## config.mk

```make
export PLATFORM = sky130hd
export DESIGN_NAME = ckrt_cell
export DESIGN_NICKNAME = d
export VERILOG_FILES = /design/src/design/ckrt_pkg.sv /design/src/design/ckrt_cell.sv
export SDC_FILE = /design/constraint.sdc
export NUM_CORES = 1
export LEC_CHECK = 0
export ABC_AREA = 1
export ABC_CLOCK_PERIOD_IN_PS = 5800
export BUFFER_PORTS_ARGS = -buffer_cell sky130_fd_sc_hd__buf_2
export CELL_PAD_IN_SITES_DETAIL_PLACEMENT = 0
export CELL_PAD_IN_SITES_GLOBAL_PLACEMENT = 1
export CORE_AREA = 2 2 152 154
export DETAILED_ROUTE_END_ITERATION = 12
export DIE_AREA = 0 0 154 156
export PLACE_DENSITY_LB_ADDON = 0.2
export SLEW_MARGIN = 10
export SYNTH_ARGS = -nofsm -noshare
export SYNTH_HDL_FRONTEND = slang
export SYNTH_SLANG_ARGS = --single-unit
```

## constraint.sdc

```tcl
create_clock -name clock -period 5.8 [get_ports clock]
set_input_delay 0.58 -clock clock [delete_from_list [all_inputs] [get_ports clock]]
set_output_delay 0.58 -clock clock [all_outputs]
set_load 0.03 [all_outputs]
```

## src/design/ckrt_pkg.sv

```systemverilog
package ckrt_pkg;

   // Table geometry
   localparam int TABLE_DEPTH = 128;
   localparam int KEY_BYTES   = 7;
   localparam int GROUP_SIZE  = 8;
   localparam int NUM_GROUPS  = TABLE_DEPTH / GROUP_SIZE;

   // Field widths
   localparam int KEY_W     = 56;
   localparam int TIME_W    = 32;
   localparam int LEVEL_W   = 3;
   localparam int OP_W      = 2;
   localparam int STATUS_W  = 2;
   localparam int IDX_W     = $clog2(TABLE_DEPTH);
   localparam int CNT_W     = $clog2(TABLE_DEPTH + 1);
   localparam int GRP_IDX_W = $clog2(GROUP_SIZE);
   localparam int GRP_SEL_W = $clog2(NUM_GROUPS);

   // Only the low KEY_BYTES bytes of a plate take part
   localparam logic [KEY_W-1:0] KEY_MASK = (KEY_BYTES * 8 >= KEY_W) ? {KEY_W{1'b1}} :
      KEY_W'((64'd1 << (KEY_BYTES * 8)) - 64'd1);

   // Request codes
   localparam logic [OP_W-1:0] OP_ADD    = 2'd0;
   localparam logic [OP_W-1:0] OP_REMOVE = 2'd1;
   localparam logic [OP_W-1:0] OP_FIND   = 2'd2;

   // Status codes
   localparam logic [STATUS_W-1:0] ST_DONE = 2'd0;
   localparam logic [STATUS_W-1:0] ST_FULL = 2'd1;
   localparam logic [STATUS_W-1:0] ST_MISS = 2'd2;

   typedef struct packed {
      logic [KEY_W-1:0]   key;
      logic [TIME_W-1:0]  entry_time;
      logic [TIME_W-1:0]  park_time;
      logic [LEVEL_W-1:0] level;
   } rec_type;

   // Broadcast from the sequencer to every cell
   typedef struct packed {
      logic             load_match;
      logic             do_add;
      logic             do_shift;
      logic [CNT_W-1:0] count;
      logic [IDX_W-1:0] pos;
      rec_type          rec;
   } cell_ctrl_type;

endpackage

```

## src/design/ckrt_cell.sv

```systemverilog
module ckrt_cell (
   input  logic                       clock,
   input  logic                       reset,
   input  logic [ckrt_pkg::IDX_W-1:0] cell_index,
   input  ckrt_pkg::cell_ctrl_type    ctrl,
   input  ckrt_pkg::rec_type          next_rec,
   output ckrt_pkg::rec_type          rec,
   output logic                       match
);
   import ckrt_pkg::*;

   rec_type rec_ff;
   rec_type rec_in;
   logic    match_ff;
   logic    match_in;
   logic    occupied;

   // Slot holds a live record when it sits below the fill count
   assign occupied = {1'b0, cell_index} < ctrl.count;

   // Local key compare, captured once per request
   always_comb begin
      match_in = match_ff;
      if (ctrl.load_match) begin
         match_in = occupied && (rec_ff.key == ctrl.rec.key);
      end
   end

   // Append at the fill point, or take the upper neighbor while compacting
   always_comb begin
      rec_in = rec_ff;
      if (ctrl.do_add && ({1'b0, cell_index} == ctrl.count)) begin
         rec_in = ctrl.rec;
      end else if (ctrl.do_shift && (cell_index >= ctrl.pos)) begin
         rec_in = next_rec;
      end
   end

   always_ff @(posedge clock) begin
      rec_ff <= rec_in;
   end

   always_ff @(posedge clock) begin
      if (reset) begin
         match_ff <= 1'b0;
      end else begin
         match_ff <= match_in;
      end
   end

   assign rec   = rec_ff;
   assign match = match_ff;

endmodule

```

==> results.yml <==
outcome:
  status: "complete, no violations"
die:
  die_area_um2: 24020
  chipHeight_um: 156
  io_pins: 397
  start_util_pct: 29.94
  core_area_um2: 22370
  rows: 55
  dieWidth_um: 154
detailed_routing:
  first_pass_iters: 6
  drc: 0
  initialDrtViolationCount: 184
  wl_um: 20310
  num_vias: 5330
  routed_via_density: 4.227
  antenna_left: 0
  wire_per_inst_um: 16.11
synthesis:
  synthAdderAreaFrac_pct: 2.616
  synthDistinctLibCells: 22
  synth_top_area_cell: "edfxtp_1"
  synthesis.nets: 847
  synth_compound_area_share_pct: 2.653
  synth.area.mux_share_pct: 19.51
  synth_area_leaders: "edfxtp_1 55%, mux2_4 13%, nand2_1 7.1%"
  seq_area_frac_synth_pct: 55.46
  netlist_area_um2: 6696
  synth_top_family_by_area: "multiplexers"
  yosysWarnings: 0
  synth_simple_gate_area_share_pct: 10.15
  ys_ff_latch: 124
  yosysTopAreaCellShare_pct: 55.16
  synthCells: 560
  synth-xor-area-share_pct: 3.924
  synth_area_per_cell_um2: 11.96
timing:
  drv_slew: 0
  timing.fmax_ghz: 0.3271
  rsz0062_at_grt: "no"
  whs_ns: 0.3223
  setup_tns_ns: 0
  setup_slack_ns: 2.742
  fin_skew_ns: 0.008391
  period_minus_slack_ns: 3.058
  slew_headroom_pct: 44.45
  final_hold_viol_count: 0
  layout_worst_path_cycle_share_pct: 52.72
  worstMarginPinSlew_ns: 0.8332
  setup_viol: 0
setup_path:
  cp.required_ns: 5.86
  path_max_fanout: 88
  cp.arrival_ns: 3.12
  cp.depth: 7
  r2r-start: "rec[93]$_DFFE_PP_"
  path_delay_family: "simple AND/OR/NAND/NOR gates"
  reg2reg_slack_ns: 4.49
  cp_slowest_cell: "nand2_4"
  crit_type: "input port to flip-flop"
  rr_worst_depth: 8
  path_cells: "buf_2, ha_1, nand2_1, nor2_1, nand2_8, nand2_4, buf_12"
  cpPeakStageDelay_ns: 0.82
  cp-endpoint: "rec[117]$_DFFE_PP_"
  startpoint_type: "input port"
  end_kind: "flip-flop"
  critPathBufInv: 2
  r2r_end: "match$_SDFFE_PP0P_"
  crit_start: "cell_index[3]"
cells_and_area:
  areaGrowthSynthToFinish_pct: 42.38
  fillerInstances: 2204
  layoutNonFillerInstCount: 1261
  fin_area_um2: 9534
  post-route-util_pct: 42.63
  layout.nets: 1248
  drive_above_1_share_pct: 54.62
power:
  irDropWorstVdd_mv: 0.1658
  power.switching_mw: 0.8116
  seqPwrFrac_pct: 41.6
  internal_power_mw: 1.895
  switching_share_pct: 29.98
  combPwrFrac_pct: 20.4
  power.density_nw_per_um2: 283.9
  p_total_mw: 2.707
  power.leakage_nw: 4.790
  clkPwrFrac_pct: 38.0
min_path:
  min_path_type: "input port to flip-flop"
global_routing:
  grt-ovfl-total: 0
  grt_max_degree: 89
  grt_antenna_before_repair: 6
  grt_use_met2_pct: 29.19
  grtUsageTotal_pct: 16.31
  globalRouteMet1Util_pct: 17.61
  grt_pass1_vias: 5205
  grt_pass1_wl_um: 29260
  grt_most_used_layer: "met2"
  use_met3_pct: 6.861
placement:
  dp.cells: 1227
  dpl.hpwl_um: 15910
  pre_cts_ws_ns: 2.206
  place_area_um2: 8965
  io_buffer_count: 396
  gp_congestion: 0.7658
cts:
  htreeDepth: 4
  path_clk_slew_ns: 0.06
  cts_hold_buf: 0
  cts_tree: "built"
  cts_buffers: 17
  cts_buffer_depth: 2
  cts_root_buf: "clkbuf_16"
  post_cts_buffers: 0
  cts_resized: 0
  clock_latency_ns: 0.41
  cts.sinks: 124
job:
  drv_cap: 0
cell usage after synthesis:
cell and count:
a21boi_0 1, inv_1 70, and3_1 1, xor2_1 24, nand3_1 8, mux2_4 57, xnor2_1 6, mux2_2 40
dfxtp_1 1, nor2_1 33, buf_6 7, nand2_2 1, nor2_2 1, nor3_1 1, buf_2 5, ha_1 14
o21ai_0 29, or2_2 3, nand2_1 126, clkbuf_1 4, edfxtp_1 123, a21oi_1 5
flip-flops by register name (all words and copies together), names as in the netlist:
name,flops
rec,123
match,1
layout by cell type, fill, tap and decap left out, drive strengths merged:
cell type,count
a21boi,1
a21oi,5
and3,1
buf,398
bufinv,1
clkbuf,18
clkinv,4
clkinvlp,3
dfxtp,1
diode,2
edfxtp,123
ha,14
inv,76
mux2,97
nand2,127
nand3,8
nor2,34
nor3,1
o21ai,29
or2,3
xnor2,6
xor2,24
layout make-up:
class	instances	area, um2	area share [%]
Inverter	70	262.8	2.756
Timing Repair Buffer	398	2009	21.08
Tap cell	285	356.6	3.740
Clock buffer	18	429.2	4.501
Antenna cell	2	5.005	0.05249
Multi-Input combinational cell	350	2623	27.51
Clock inverter	14	135.1	1.417
Sequential cell	124	3714	38.95
logic make-up (layout without fill, tap and decap cells):
logic type,after synthesis,count (layout)
buf+inv,86,500
fa+ha+maj,14,14
flops,124,124
other cells,0,2
mux,97,97
xor+xnor,30,30
compound gates,35,35
simple gates,174,174
per-layer routing:
metal	routed length (um)	share of wire [%]
met2	10330	51
met4	359	1.8
met1	7660	38
met3	1926	9.5
met5	34	0.17
power by group through the flow:
stage	sequential, mW	combinational, mW	clock, mW
final	1.13	0.552	1.03
after global routing	1.14	0.597	1.10
after floorplan	1.33	0.148	0
after detailed placement	1.15	0.560	0
after global placement	1.14	0.560	0
after CTS	1.13	0.562	1.06
worst min path at each step:
stage                        from            endpoint  slack (ns)  depth (start not counted)
2_1_floorplan  match$_SDFFE_PP0P_  match$_SDFFE_PP0P_        0.58                          2
3_3_place_gp   match$_SDFFE_PP0P_  match$_SDFFE_PP0P_        0.45                          2
6_report                    reset  match$_SDFFE_PP0P_        0.32                          2
4_1_cts                     reset  match$_SDFFE_PP0P_        0.30                          2
3_5_place_dp   match$_SDFFE_PP0P_  match$_SDFFE_PP0P_        0.45                          2
5_1_grt                     reset  match$_SDFFE_PP0P_        0.31                          2
Note: power is estimated with default switching activity, not from simulation.
