--- config.mk ---
export PLATFORM = sky130hd
export DESIGN_NAME = ckrt_group
export DESIGN_NICKNAME = d
export VERILOG_FILES = /design/src/design/ckrt_pkg.sv /design/src/design/ckrt_group.sv
export SDC_FILE = /design/constraint.sdc
export NUM_CORES = 1
export LEC_CHECK = 0
export BUFFER_PORTS_ARGS = -buffer_cell sky130_fd_sc_hd__buf_2
export CAP_MARGIN = 20
export CORE_AREA = 2 2 442 444
export DETAILED_ROUTE_END_ITERATION = 12
export DIE_AREA = 0 0 444 446
export PLACE_DENSITY = 0.31
export SKIP_LAST_GASP = 1
export SYNTH_ARGS = -nofsm -noshare
export SYNTH_HDL_FRONTEND = slang
export SYNTH_SLANG_ARGS = --single-unit
export TNS_END_PERCENT = 100
--- constraint.sdc ---
create_clock -name clock -period 2.5 [get_ports clock]
set_clock_uncertainty 0.05 [all_clocks]
set_input_delay 0.5 -clock clock [delete_from_list [all_inputs] [get_ports clock]]
set_output_delay 0.5 -clock clock [all_outputs]
set_load 0.01 [all_outputs]
--- src/design/ckrt_pkg.sv ---
package ckrt_pkg;

   // Table geometry
   localparam int TABLE_DEPTH = 128;
   localparam int KEY_BYTES   = 7;
   localparam int GROUP_SIZE  = 8;
   localparam int NUM_GROUPS  = TABLE_DEPTH / GROUP_SIZE;

   // Field widths
   localparam int KEY_W     = 56;
   localparam int TIME_W    = 32;
   localparam int LEVEL_W   = 3;
   localparam int OP_W      = 2;
   localparam int STATUS_W  = 2;
   localparam int IDX_W     = $clog2(TABLE_DEPTH);
   localparam int CNT_W     = $clog2(TABLE_DEPTH + 1);
   localparam int GRP_IDX_W = $clog2(GROUP_SIZE);
   localparam int GRP_SEL_W = $clog2(NUM_GROUPS);

   // Only the low KEY_BYTES bytes of a plate take part
   localparam logic [KEY_W-1:0] KEY_MASK = (KEY_BYTES * 8 >= KEY_W) ? {KEY_W{1'b1}} :
      KEY_W'((64'd1 << (KEY_BYTES * 8)) - 64'd1);

   // Request codes
   localparam logic [OP_W-1:0] OP_ADD    = 2'd0;
   localparam logic [OP_W-1:0] OP_REMOVE = 2'd1;
   localparam logic [OP_W-1:0] OP_FIND   = 2'd2;

   // Status codes
   localparam logic [STATUS_W-1:0] ST_DONE = 2'd0;
   localparam logic [STATUS_W-1:0] ST_FULL = 2'd1;
   localparam logic [STATUS_W-1:0] ST_MISS = 2'd2;

   typedef struct packed {
      logic [KEY_W-1:0]   key;
      logic [TIME_W-1:0]  entry_time;
      logic [TIME_W-1:0]  park_time;
      logic [LEVEL_W-1:0] level;
   } rec_type;

   // Broadcast from the sequencer to every cell
   typedef struct packed {
      logic             load_match;
      logic             do_add;
      logic             do_shift;
      logic [CNT_W-1:0] count;
      logic [IDX_W-1:0] pos;
      rec_type          rec;
   } cell_ctrl_type;

endpackage

--- src/design/ckrt_group.sv ---
module ckrt_group (
   input  logic                            clock,
   input  logic                            reset,
   input  logic                            load,
   input  logic [ckrt_pkg::GROUP_SIZE-1:0] match,
   input  ckrt_pkg::rec_type               recs [ckrt_pkg::GROUP_SIZE],
   output logic                            hit,
   output logic [ckrt_pkg::GRP_IDX_W-1:0]  index,
   output ckrt_pkg::rec_type               rec
);
   import ckrt_pkg::*;

   logic                 hit_ff;
   logic                 hit_in;
   logic [GRP_IDX_W-1:0] index_ff;
   logic [GRP_IDX_W-1:0] index_in;
   rec_type              rec_ff;
   rec_type              rec_in;

   // First matching slot in this group; scan from the top so the lowest wins
   always_comb begin
      hit_in   = 1'b0;
      index_in = '0;
      rec_in   = '0;
      for (int j = GROUP_SIZE - 1; j >= 0; j--) begin
         if (match[j]) begin
            hit_in   = 1'b1;
            index_in = GRP_IDX_W'(j);
            rec_in   = recs[j];
         end
      end
   end

   always_ff @(posedge clock) begin
      if (reset) begin
         hit_ff <= 1'b0;
      end else if (load) begin
         hit_ff <= hit_in;
      end
   end

   always_ff @(posedge clock) begin
      if (load) begin
         index_ff <= index_in;
         rec_ff   <= rec_in;
      end
   end

   assign hit   = hit_ff;
   assign index = index_ff;
   assign rec   = rec_ff;

endmodule

==> impl_metrics.env, run 1 <==
export IMPL_grt_max_degree=63
export IMPL_cts_buffer_depth=2
export IMPL_die_area_mm2=0.1980
export IMPL_seq_area_frac_synth_pct=35.66
export IMPL_grt_pass1_vias=16610
export IMPL_cts_tree="built"
export IMPL_synth_common_cells="126 x edfxtp_1, 122 x a221o_1, 101 x clkbuf_1"
export IMPL_ys_flop_type="edfxtp_1"
export IMPL_worstSetupPathType="primary input to flop"
export IMPL_synth_top_family_by_area="compound AO/OA/AOI/OAI gates"
export IMPL_syn_num_nets=2117
export IMPL_root_buffer="clkbuf_16"
export IMPL_crit_path_max_incr_delay_ns=0.63
export IMPL_power_density_mw_per_mm2=421.3
export IMPL_gr_total_overflow=0
export IMPL_worstMarginPinSlew_ns=0.7332
export IMPL_first_iter_violations=1534
export IMPL_start_util_pct=5.510
export IMPL_p_leak_nw=8.638
export IMPL_synthCells=1122
export IMPL_rrSetupSlack_ns=1.81
export IMPL_crit_path_start="match[5]"
export IMPL_ctsHoldBuffers=0
export IMPL_numCtsBuffers=17
export IMPL_r2r_end="hit"
export IMPL_dr_total_vias=17090
export IMPL_synth_simple_area_share_pct=9.643
export IMPL_synth_xor_area_share_pct=0
export IMPL_cap_viol_max_count=0
export IMPL_cts_resized=0
export IMPL_yosys_area_top_type="edfxtp_1"
export IMPL_setup_viol=0
export IMPL_syn_area_mm2=0.01067
export IMPL_clock_latency_ns=0.54
export IMPL_ys_warn_count=0
export IMPL_setup_tns_ns=0
export IMPL_finalCritPeriodShare_pct=86.33
export IMPL_comb_power_share_pct=36.2
export IMPL_post_drt_wl_per_cell_um=29.96
export IMPL_drive_gt1_share_pct=59.83
export IMPL_synth_area_leaders="edfxtp_1 35%, a221o_1 11%, a221oi_1 8.0%"
export IMPL_cts_setup_buffers=0
export IMPL_die_w_um=444
export IMPL_wirelength_mm=146.8
export IMPL_grt_first_pass_wirelength_mm=180.9
export IMPL_gp_congestion=1.003
export IMPL_synth_compound_area_share_pct=48.16
export IMPL_final_area_mm2=0.02137
export IMPL_firstDrtPassIters=5
export IMPL_synth_edff_count=126
export IMPL_clkTransAtPathRegs_ns=0.10
export IMPL_grt_antenna_before_repair=128
export IMPL_place_area_mm2=0.02065
export IMPL_cp_slowest_cell="o2111ai_1"
export IMPL_coreArea_mm2=0.1936
export IMPL_crit_fanout=23
export IMPL_synth_async_reset_ratio_pct=0
export IMPL_fmax_mhz=463.3
export IMPL_port_buffers=1121
export IMPL_min_path_type="primary input to flop"
export IMPL_switching_share_pct=38.11
export IMPL_area_growth_pct=100.3
export IMPL_row_count=162
export IMPL_finalHoldViolCount=0
export IMPL_yosysMostFrequentCell="edfxtp_1"
export IMPL_min_period_ns=2.158
export IMPL_critPathCapture="rec[40]"
export IMPL_ys_ff_latch=127
export IMPL_p_sw_mw=3.431
export IMPL_intPower_mw=5.571
export IMPL_layout_nets=3297
export IMPL_start_kind="primary input"
export IMPL_drc=0
export IMPL_dieHeight_um=446
export IMPL_post_dp_hpwl_mm=126.8
export IMPL_synth_mux_area_share_pct=0
export IMPL_yosysUniqueCellTypes=33
export IMPL_required_ns=2.70
export IMPL_crit_arrival_ns=2.36
export IMPL_slew_viol_final=0
export IMPL_syn_area_per_cell_um2=9.506
export IMPL_r2r_start="hit"
export IMPL_power_frac_clock_pct=33.8
export IMPL_grt_util_all_layers_pct=14.16
export IMPL_ioPinCount=1122
export IMPL_seqPwrFrac_pct=30.0
export IMPL_r2r_cells=2
export IMPL_cp_cell_sequence="buf_2 -> nand2b_4 -> buf_4 -> o2111ai_1 -> a21oi_1"
export IMPL_cts_sinks=127
export IMPL_slew_headroom_pct=51.07
export IMPL_ir_worst_vdd_v=0.0006072
export IMPL_end_kind="flop"
export IMPL_h_tree_depth=4
export IMPL_synth_top_area_share_pct=35.48
export IMPL_viasPerCell=3.489
export IMPL_rsz0062_at_grt="no"
export IMPL_status="completed"
export IMPL_yosys_area_share_adder_pct=0
export IMPL_final_antenna_net_count=0
cell type report:
class / instances / area, um^2
multi-input cells: 839 / 6230
diodes: 41 / 102.6
fillers: 22530 / 172200
clock buffers: 19 / 452.9
repair buffers: 1314 / 7420
inverters: 3 / 13.76
clock inverters: 13 / 162.7
well taps: 2542 / 3181
flip-flops and latches: 127 / 3804
placed cells by master, fill, tap and decap left out, types with 2 or more instances in the layout:
cell type and n:
buf_2 1117, buf_4 168, edfxtp_1 126, a221o_1 122, a221oi_1 97, a21oi_1 92, nand2b_1 88, o2111ai_1 87
o22ai_1 87, o21ai_1 53, diode_2 41, nand2_1 39, nor2b_1 36, o211ai_1 36, a22oi_1 35, buf_12 27
a221oi_2 25, o21ai_0 19, clkbuf_16 17, clkinvlp_4 6, nor2b_4 4, clkbuf_8 4, nor2_4 3, nor2_1 3
bufinv_16 3, or2_4 2, inv_1 2, clkinv_2 2
worst max-delay path, delay by kind of cell:
kind | cells | cell delay [ns]
buffers and inverters | 2 | 0.68
and+or+nand+nor | 1 | 0.33
AOI/OAI and AO/OA | 2 | 0.78
sequential cells by signal (all words and copies together) (netlist names):
register	cells
index	3
rec	123
hit	1
cells by family (layout without fill, tap and decap cells):
| family | Yosys count | after routing |
|---|---|---|
| other | 0 | 41 |
| buffers and inverters | 156 | 1349 |
| AND/OR/NAND/NOR | 182 | 182 |
| AO/OA/AOI/OAI | 657 | 657 |
| flip-flops | 127 | 127 |
layer usage:
layer	vias to the layer above	GRT usage, %	share of wire, %
met4	56	3.928	2.6
li1	7271	-	-
met2	1034	24.20	49
met5	-	0	0.25
met3	246	3.988	7.3
met1	8482	17.25	41
how the worst min path moves through the flow:
| stage | start | end | slack (ns) | depth (start not counted) |
|---|---|---|---|---|
| after floorplan | hit | hit | 0.49 | 2 |
| after global placement | hit | hit | 0.46 | 2 |
| after detailed placement | hit | hit | 0.48 | 2 |
| after CTS | recs[828] | rec[90] | 0.14 | 3 |
| after global routing | recs[828] | rec[90] | 0.20 | 3 |
| final | recs[845] | rec[107] | 0.23 | 3 |
through the flow:
| step | hold WS [ns] | setup WS [ns] | total power [mW] | std cells | utilization [%] |
|---|---|---|---|---|---|
| after global routing | 0.2008 | 0.2059 | 9.402 | 4883 | 11.02 |
| after detailed placement | 0.4761 | -0.4136 | 6.050 | 4825 | 10.67 |
| after global placement | 0.4610 | -0.3542 | 6.084 | 4825 | 10.67 |
| final | 0.2345 | 0.3418 | 9.002 | 4898 | 11.04 |
| after floorplan | 0.4892 | 0.6472 | 3.671 | 1122 | - |
| after CTS | 0.1437 | 0.2115 | 9.224 | 4857 | 10.98 |
power groups by stage:
stage          clock network, mW  registers [mW]  logic (mW)
4_1_cts                     3.20            2.71        3.32
2_1_floorplan                  0            2.83       0.842
3_3_place_gp                   0            2.76        3.33
3_5_place_dp                   0            2.75        3.30
6_report                    3.04            2.70        3.26
5_1_grt                     3.22            2.72        3.46
(Power assumes the default switching activity.)
==> run 2, diff against run 1 <==
Settings changed: RECOVER_POWER set to 100.
==> impl_metrics.env, run 2 (synthesis gave the netlist of run 1 again) <==
export IMPL_min_period_ns=2.292
export IMPL_dr_total_vias=17120
export IMPL_worstMarginPinSlew_ns=1.716
export IMPL_cts_buffer_depth=2
export IMPL_routed_wl_met3_mm=11.22
export IMPL_cap_viol_max_count=1
export IMPL_end_kind="flop"
export IMPL_clkTransAtPathRegs_ns=0.10
export IMPL_slew_viol_final=23
export IMPL_wirelength_mm=146.7
export IMPL_grt_first_pass_wirelength_mm=180.9
export IMPL_row_count=162
export IMPL_dieHeight_um=446
export IMPL_final_cell_mix="990 x buf_2, 153 x buf_4, 140 x clkbuf_1"
export IMPL_intPower_mw=5.491
export IMPL_min_path_type="primary input to flop"
export IMPL_p_leak_nw=8.160
export IMPL_r2r_start="hit"
export IMPL_cts_resized=0
export IMPL_firstDrtPassIters=5
export IMPL_area_growth_pct=96.69
export IMPL_finalHoldViolCount=0
export IMPL_placedCellCount=4825
export IMPL_largest_reg_flops=123
export IMPL_final_common_cell="buf_2"
export IMPL_cts_sinks=127
export IMPL_die_area_mm2=0.1980
export IMPL_slew_headroom_pct=-14.40
export IMPL_grt_antenna_before_repair=126
export IMPL_cts_tree="built"
export IMPL_p_sw_mw=3.426
export IMPL_power_density_mw_per_mm2=425.0
export IMPL_fmax_mhz=436.3
export IMPL_die_w_um=444
export IMPL_crit_fanout=23
export IMPL_start_kind="primary input"
export IMPL_worstSetupPathType="primary input to flop"
export IMPL_post_dp_hpwl_mm=126.8
export IMPL_met2WireLength_mm=71.75
export IMPL_gp_congestion=1.003
export IMPL_coreArea_mm2=0.1936
export IMPL_comb_power_share_pct=35.4
export IMPL_power_frac_clock_pct=34.2
export IMPL_port_buffers=1121
export IMPL_clock_latency_ns=0.54
export IMPL_grt_pass1_vias=16610
export IMPL_final_antenna_net_count=0
export IMPL_root_buffer="clkbuf_16"
export IMPL_numCtsBuffers=17
export IMPL_wl_met1_mm=59.30
export IMPL_drc=0
export IMPL_final_cells=4894
export IMPL_grt_max_degree=63
export IMPL_setup_viol=0
export IMPL_switching_share_pct=38.42
export IMPL_first_iter_violations=1577
export IMPL_setup_tns_ns=0
export IMPL_rrSetupSlack_ns=1.72
export IMPL_status="finished with violations"
export IMPL_crit_arrival_ns=2.45
export IMPL_drive_gt1_share_pct=53.05
export IMPL_viasPerCell=3.498
export IMPL_start_util_pct=5.510
export IMPL_fillers=22590
export IMPL_required_ns=2.65
export IMPL_crit_path_start="load"
export IMPL_violations="capacitance limit, slew limit"
export IMPL_ctsHoldBuffers=0
export IMPL_ioPinCount=1122
export IMPL_layout_nets=3297
export IMPL_cts_setup_buffers=0
export IMPL_finalCritPeriodShare_pct=91.67
export IMPL_grt_util_all_layers_pct=14.16
export IMPL_gr_total_overflow=0
export IMPL_rsz0062_at_grt="no"
export IMPL_hold_start="recs[828]"
export IMPL_seqPwrFrac_pct=30.4
export IMPL_top_layer="met5"
export IMPL_h_tree_depth=4
export IMPL_ir_worst_vdd_v=0.0006090
export IMPL_post_route_util_pct=10.84
export IMPL_post_drt_wl_per_cell_um=29.98
run 2: critical path, cell delays in order:
cell,delay (ns)
clkbuf_1,1.21
buf_12,0.28
clkbuf_4,0.39
run 2: path summary, 6_finish.rpt:
check / end / cells after the start
max: rec[43] / 3
min: rec[90] / 3
min reg2reg: hit / 2
max reg2reg: hit / 2
run 2: cell type report:
type / instances / area (um^2) / area share [%]
antenna: 37 / 92.59 / 0.4414
clock buffer: 19 / 452.9 / 2.159
clock inverter: 13 / 162.7 / 0.7754
inverter: 3 / 13.76 / 0.06561
multi-input combinational: 839 / 6122 / 29.18
sequential: 127 / 3804 / 18.13
tap: 2542 / 3181 / 15.16
timing repair buffer: 1314 / 7149 / 34.08
run 2: power by group through the flow:
stage               logic (mW)  registers, mW  clock network, mW
floorplan                0.842           2.83                  0
global placement          3.33           2.76                  0
detailed placement        3.30           2.75                  0
CTS                       3.32           2.71               3.20
global route              3.36           2.73               3.22
finish                    3.16           2.71               3.05
run 2: metrics by stage:
| stage | power (mW) | instance area (um^2) | hold WS (ns) | setup slack [ns] |
|---|---|---|---|---|
| floorplan | 3.671 | 10670 | 0.4892 | 0.6472 |
| global placement | 6.084 | 20650 | 0.4610 | -0.3542 |
| detailed placement | 6.050 | 20650 | 0.4761 | -0.4136 |
| CTS | 9.224 | 21260 | 0.1437 | 0.2115 |
| global route | 9.315 | 20950 | 0.1956 | 0.1235 |
| finish | 8.916 | 20980 | 0.2197 | 0.2082 |
run 2: layer usage:
layer | vias up | GRT usage [%]
li1 | 7275 | -
met1 | 8484 | 17.25
met2 | 1034 | 24.20
met3 | 270 | 3.988
met4 | 58 | 3.928
met5 | - | 0
==> run 3, diff against run 2 <==
Settings changed: RECOVER_POWER 100 to 25.
==> impl_metrics.env, run 3 (synthesis gave the netlist of run 1 again) <==
export IMPL_end_kind="flop"
export IMPL_grt_pass1_vias=16610
export IMPL_slew_viol_final=23
export IMPL_min_period_ns=2.300
export IMPL_final_cells=4898
export IMPL_post_dp_hpwl_mm=126.8
export IMPL_dr_total_vias=17140
export IMPL_ctsHoldBuffers=0
export IMPL_crit_path_max_incr_delay_ns=1.23
export IMPL_final_cell_mix="1117 x buf_2, 164 x buf_4, 126 x edfxtp_1"
export IMPL_layout_nets=3297
export IMPL_cts_tree="built"
export IMPL_first_iter_violations=1586
export IMPL_wirelength_mm=146.8
export IMPL_final_common_cell="buf_2"
export IMPL_clkTransAtPathRegs_ns=0.10
export IMPL_status="finished with violations"
export IMPL_finalCritPeriodShare_pct=92.01
export IMPL_placedCellCount=4825
export IMPL_grt_first_pass_wirelength_mm=180.9
export IMPL_row_count=162
export IMPL_root_buffer="clkbuf_16"
export IMPL_worstSetupPathType="primary input to flop"
export IMPL_min_path_type="primary input to flop"
export IMPL_grt_antenna_before_repair=129
export IMPL_grt_util_all_layers_pct=14.16
export IMPL_start_util_pct=5.510
export IMPL_numCtsBuffers=17
export IMPL_violations="capacitance limit, slew limit"
export IMPL_largest_reg_flops=123
export IMPL_dp_worst_setup_slack_ns=-0.4136
export IMPL_gr_total_overflow=0
export IMPL_crit_arrival_ns=2.42
export IMPL_worstMarginPinSlew_ns=1.754
export IMPL_drive_gt1_share_pct=59.65
export IMPL_cts_setup_buffers=0
export IMPL_viasPerCell=3.500
export IMPL_setup_viol=0
export IMPL_power_density_mw_per_mm2=421.8
export IMPL_post_drt_wl_per_cell_um=29.96
export IMPL_final_antenna_net_count=0
export IMPL_cap_viol_max_count=1
export IMPL_cts_buffer_depth=2
export IMPL_dieHeight_um=446
export IMPL_cts_resized=0
export IMPL_ir_worst_vdd_v=0.0006069
export IMPL_die_w_um=444
export IMPL_crit_fanout=42
export IMPL_place_area_mm2=0.02065
export IMPL_crit_family="buffers and inverters"
export IMPL_h_tree_depth=4
export IMPL_firstDrtPassIters=5
export IMPL_cp_cell_sequence="clkbuf_1 -> buf_6"
export IMPL_coreArea_mm2=0.1936
export IMPL_port_buffers=1121
export IMPL_final_area_mm2=0.02132
export IMPL_ioPinCount=1122
export IMPL_drc=0
export IMPL_rsz0062_at_grt="no"
export IMPL_cts_sinks=127
export IMPL_clock_latency_ns=0.54
export IMPL_grt_max_degree=63
export IMPL_setup_tns_ns=0
export IMPL_p_leak_nw=8.612
export IMPL_fmax_mhz=434.8
export IMPL_required_ns=2.62
export IMPL_die_area_mm2=0.1980
export IMPL_slew_headroom_pct=-16.94
export IMPL_cp_slowest_cell="clkbuf_1"
export IMPL_start_kind="primary input"
export IMPL_finalHoldViolCount=0
export IMPL_area_growth_pct=99.88
export IMPL_cp_buffers_inverters=2
export IMPL_fin_ws_ns=0.1999
export IMPL_gp_congestion=1.003
-- run 3: cell count changes in the layout (fill, tap and decap cells not counted), sizes merged --
cell / before / now
clkbuf: 166 / 26
buf: 1167 / 1307
diode: 37 / 41
-- run 3: per-stage QoR --
stage | hold WS, ns | util [%] | power, mW
after floorplan | 0.4892 | - | 3.671
after global placement | 0.4610 | 10.67 | 6.084
after detailed placement | 0.4761 | 10.67 | 6.050
after CTS | 0.1437 | 10.98 | 9.224
after global routing | 0.2008 | 10.99 | 9.395
final | 0.2366 | 11.01 | 8.991
-- run 3: cell type report --
class                   instances  area [um^2]
inverters                       3        13.76
flip-flops and latches        127         3804
diodes                         41        102.6
repair buffers               1314         7372
well taps                    2542         3181
clock inverters                13        162.7
clock buffers                  19        452.9
multi-input cells             839         6230
fillers                     22540       172300
-- run 3: worst paths after layout --
check        slack (ns)      start       to  depth (start not counted)
max                0.20       load  rec[49]                          2
min                0.24  recs[828]  rec[90]                          3
max reg2reg        1.72        hit      hit                          2
min reg2reg        0.49        hit      hit                          2
-- run 3: power by group --
| part | switching [mW] | internal [mW] |
|---|---|---|
| Combinational | 1.91 | 1.34 |
| Clock | 1.42 | 1.62 |
| Sequential | 0.0957 | 2.61 |
-- run 3: per-layer routing --
metal	share of wire (%)	GRT usage (%)
met4	2.8	3.928
met5	0.27	0
met1	41	17.25
met3	7.4	3.988
met2	49	24.20
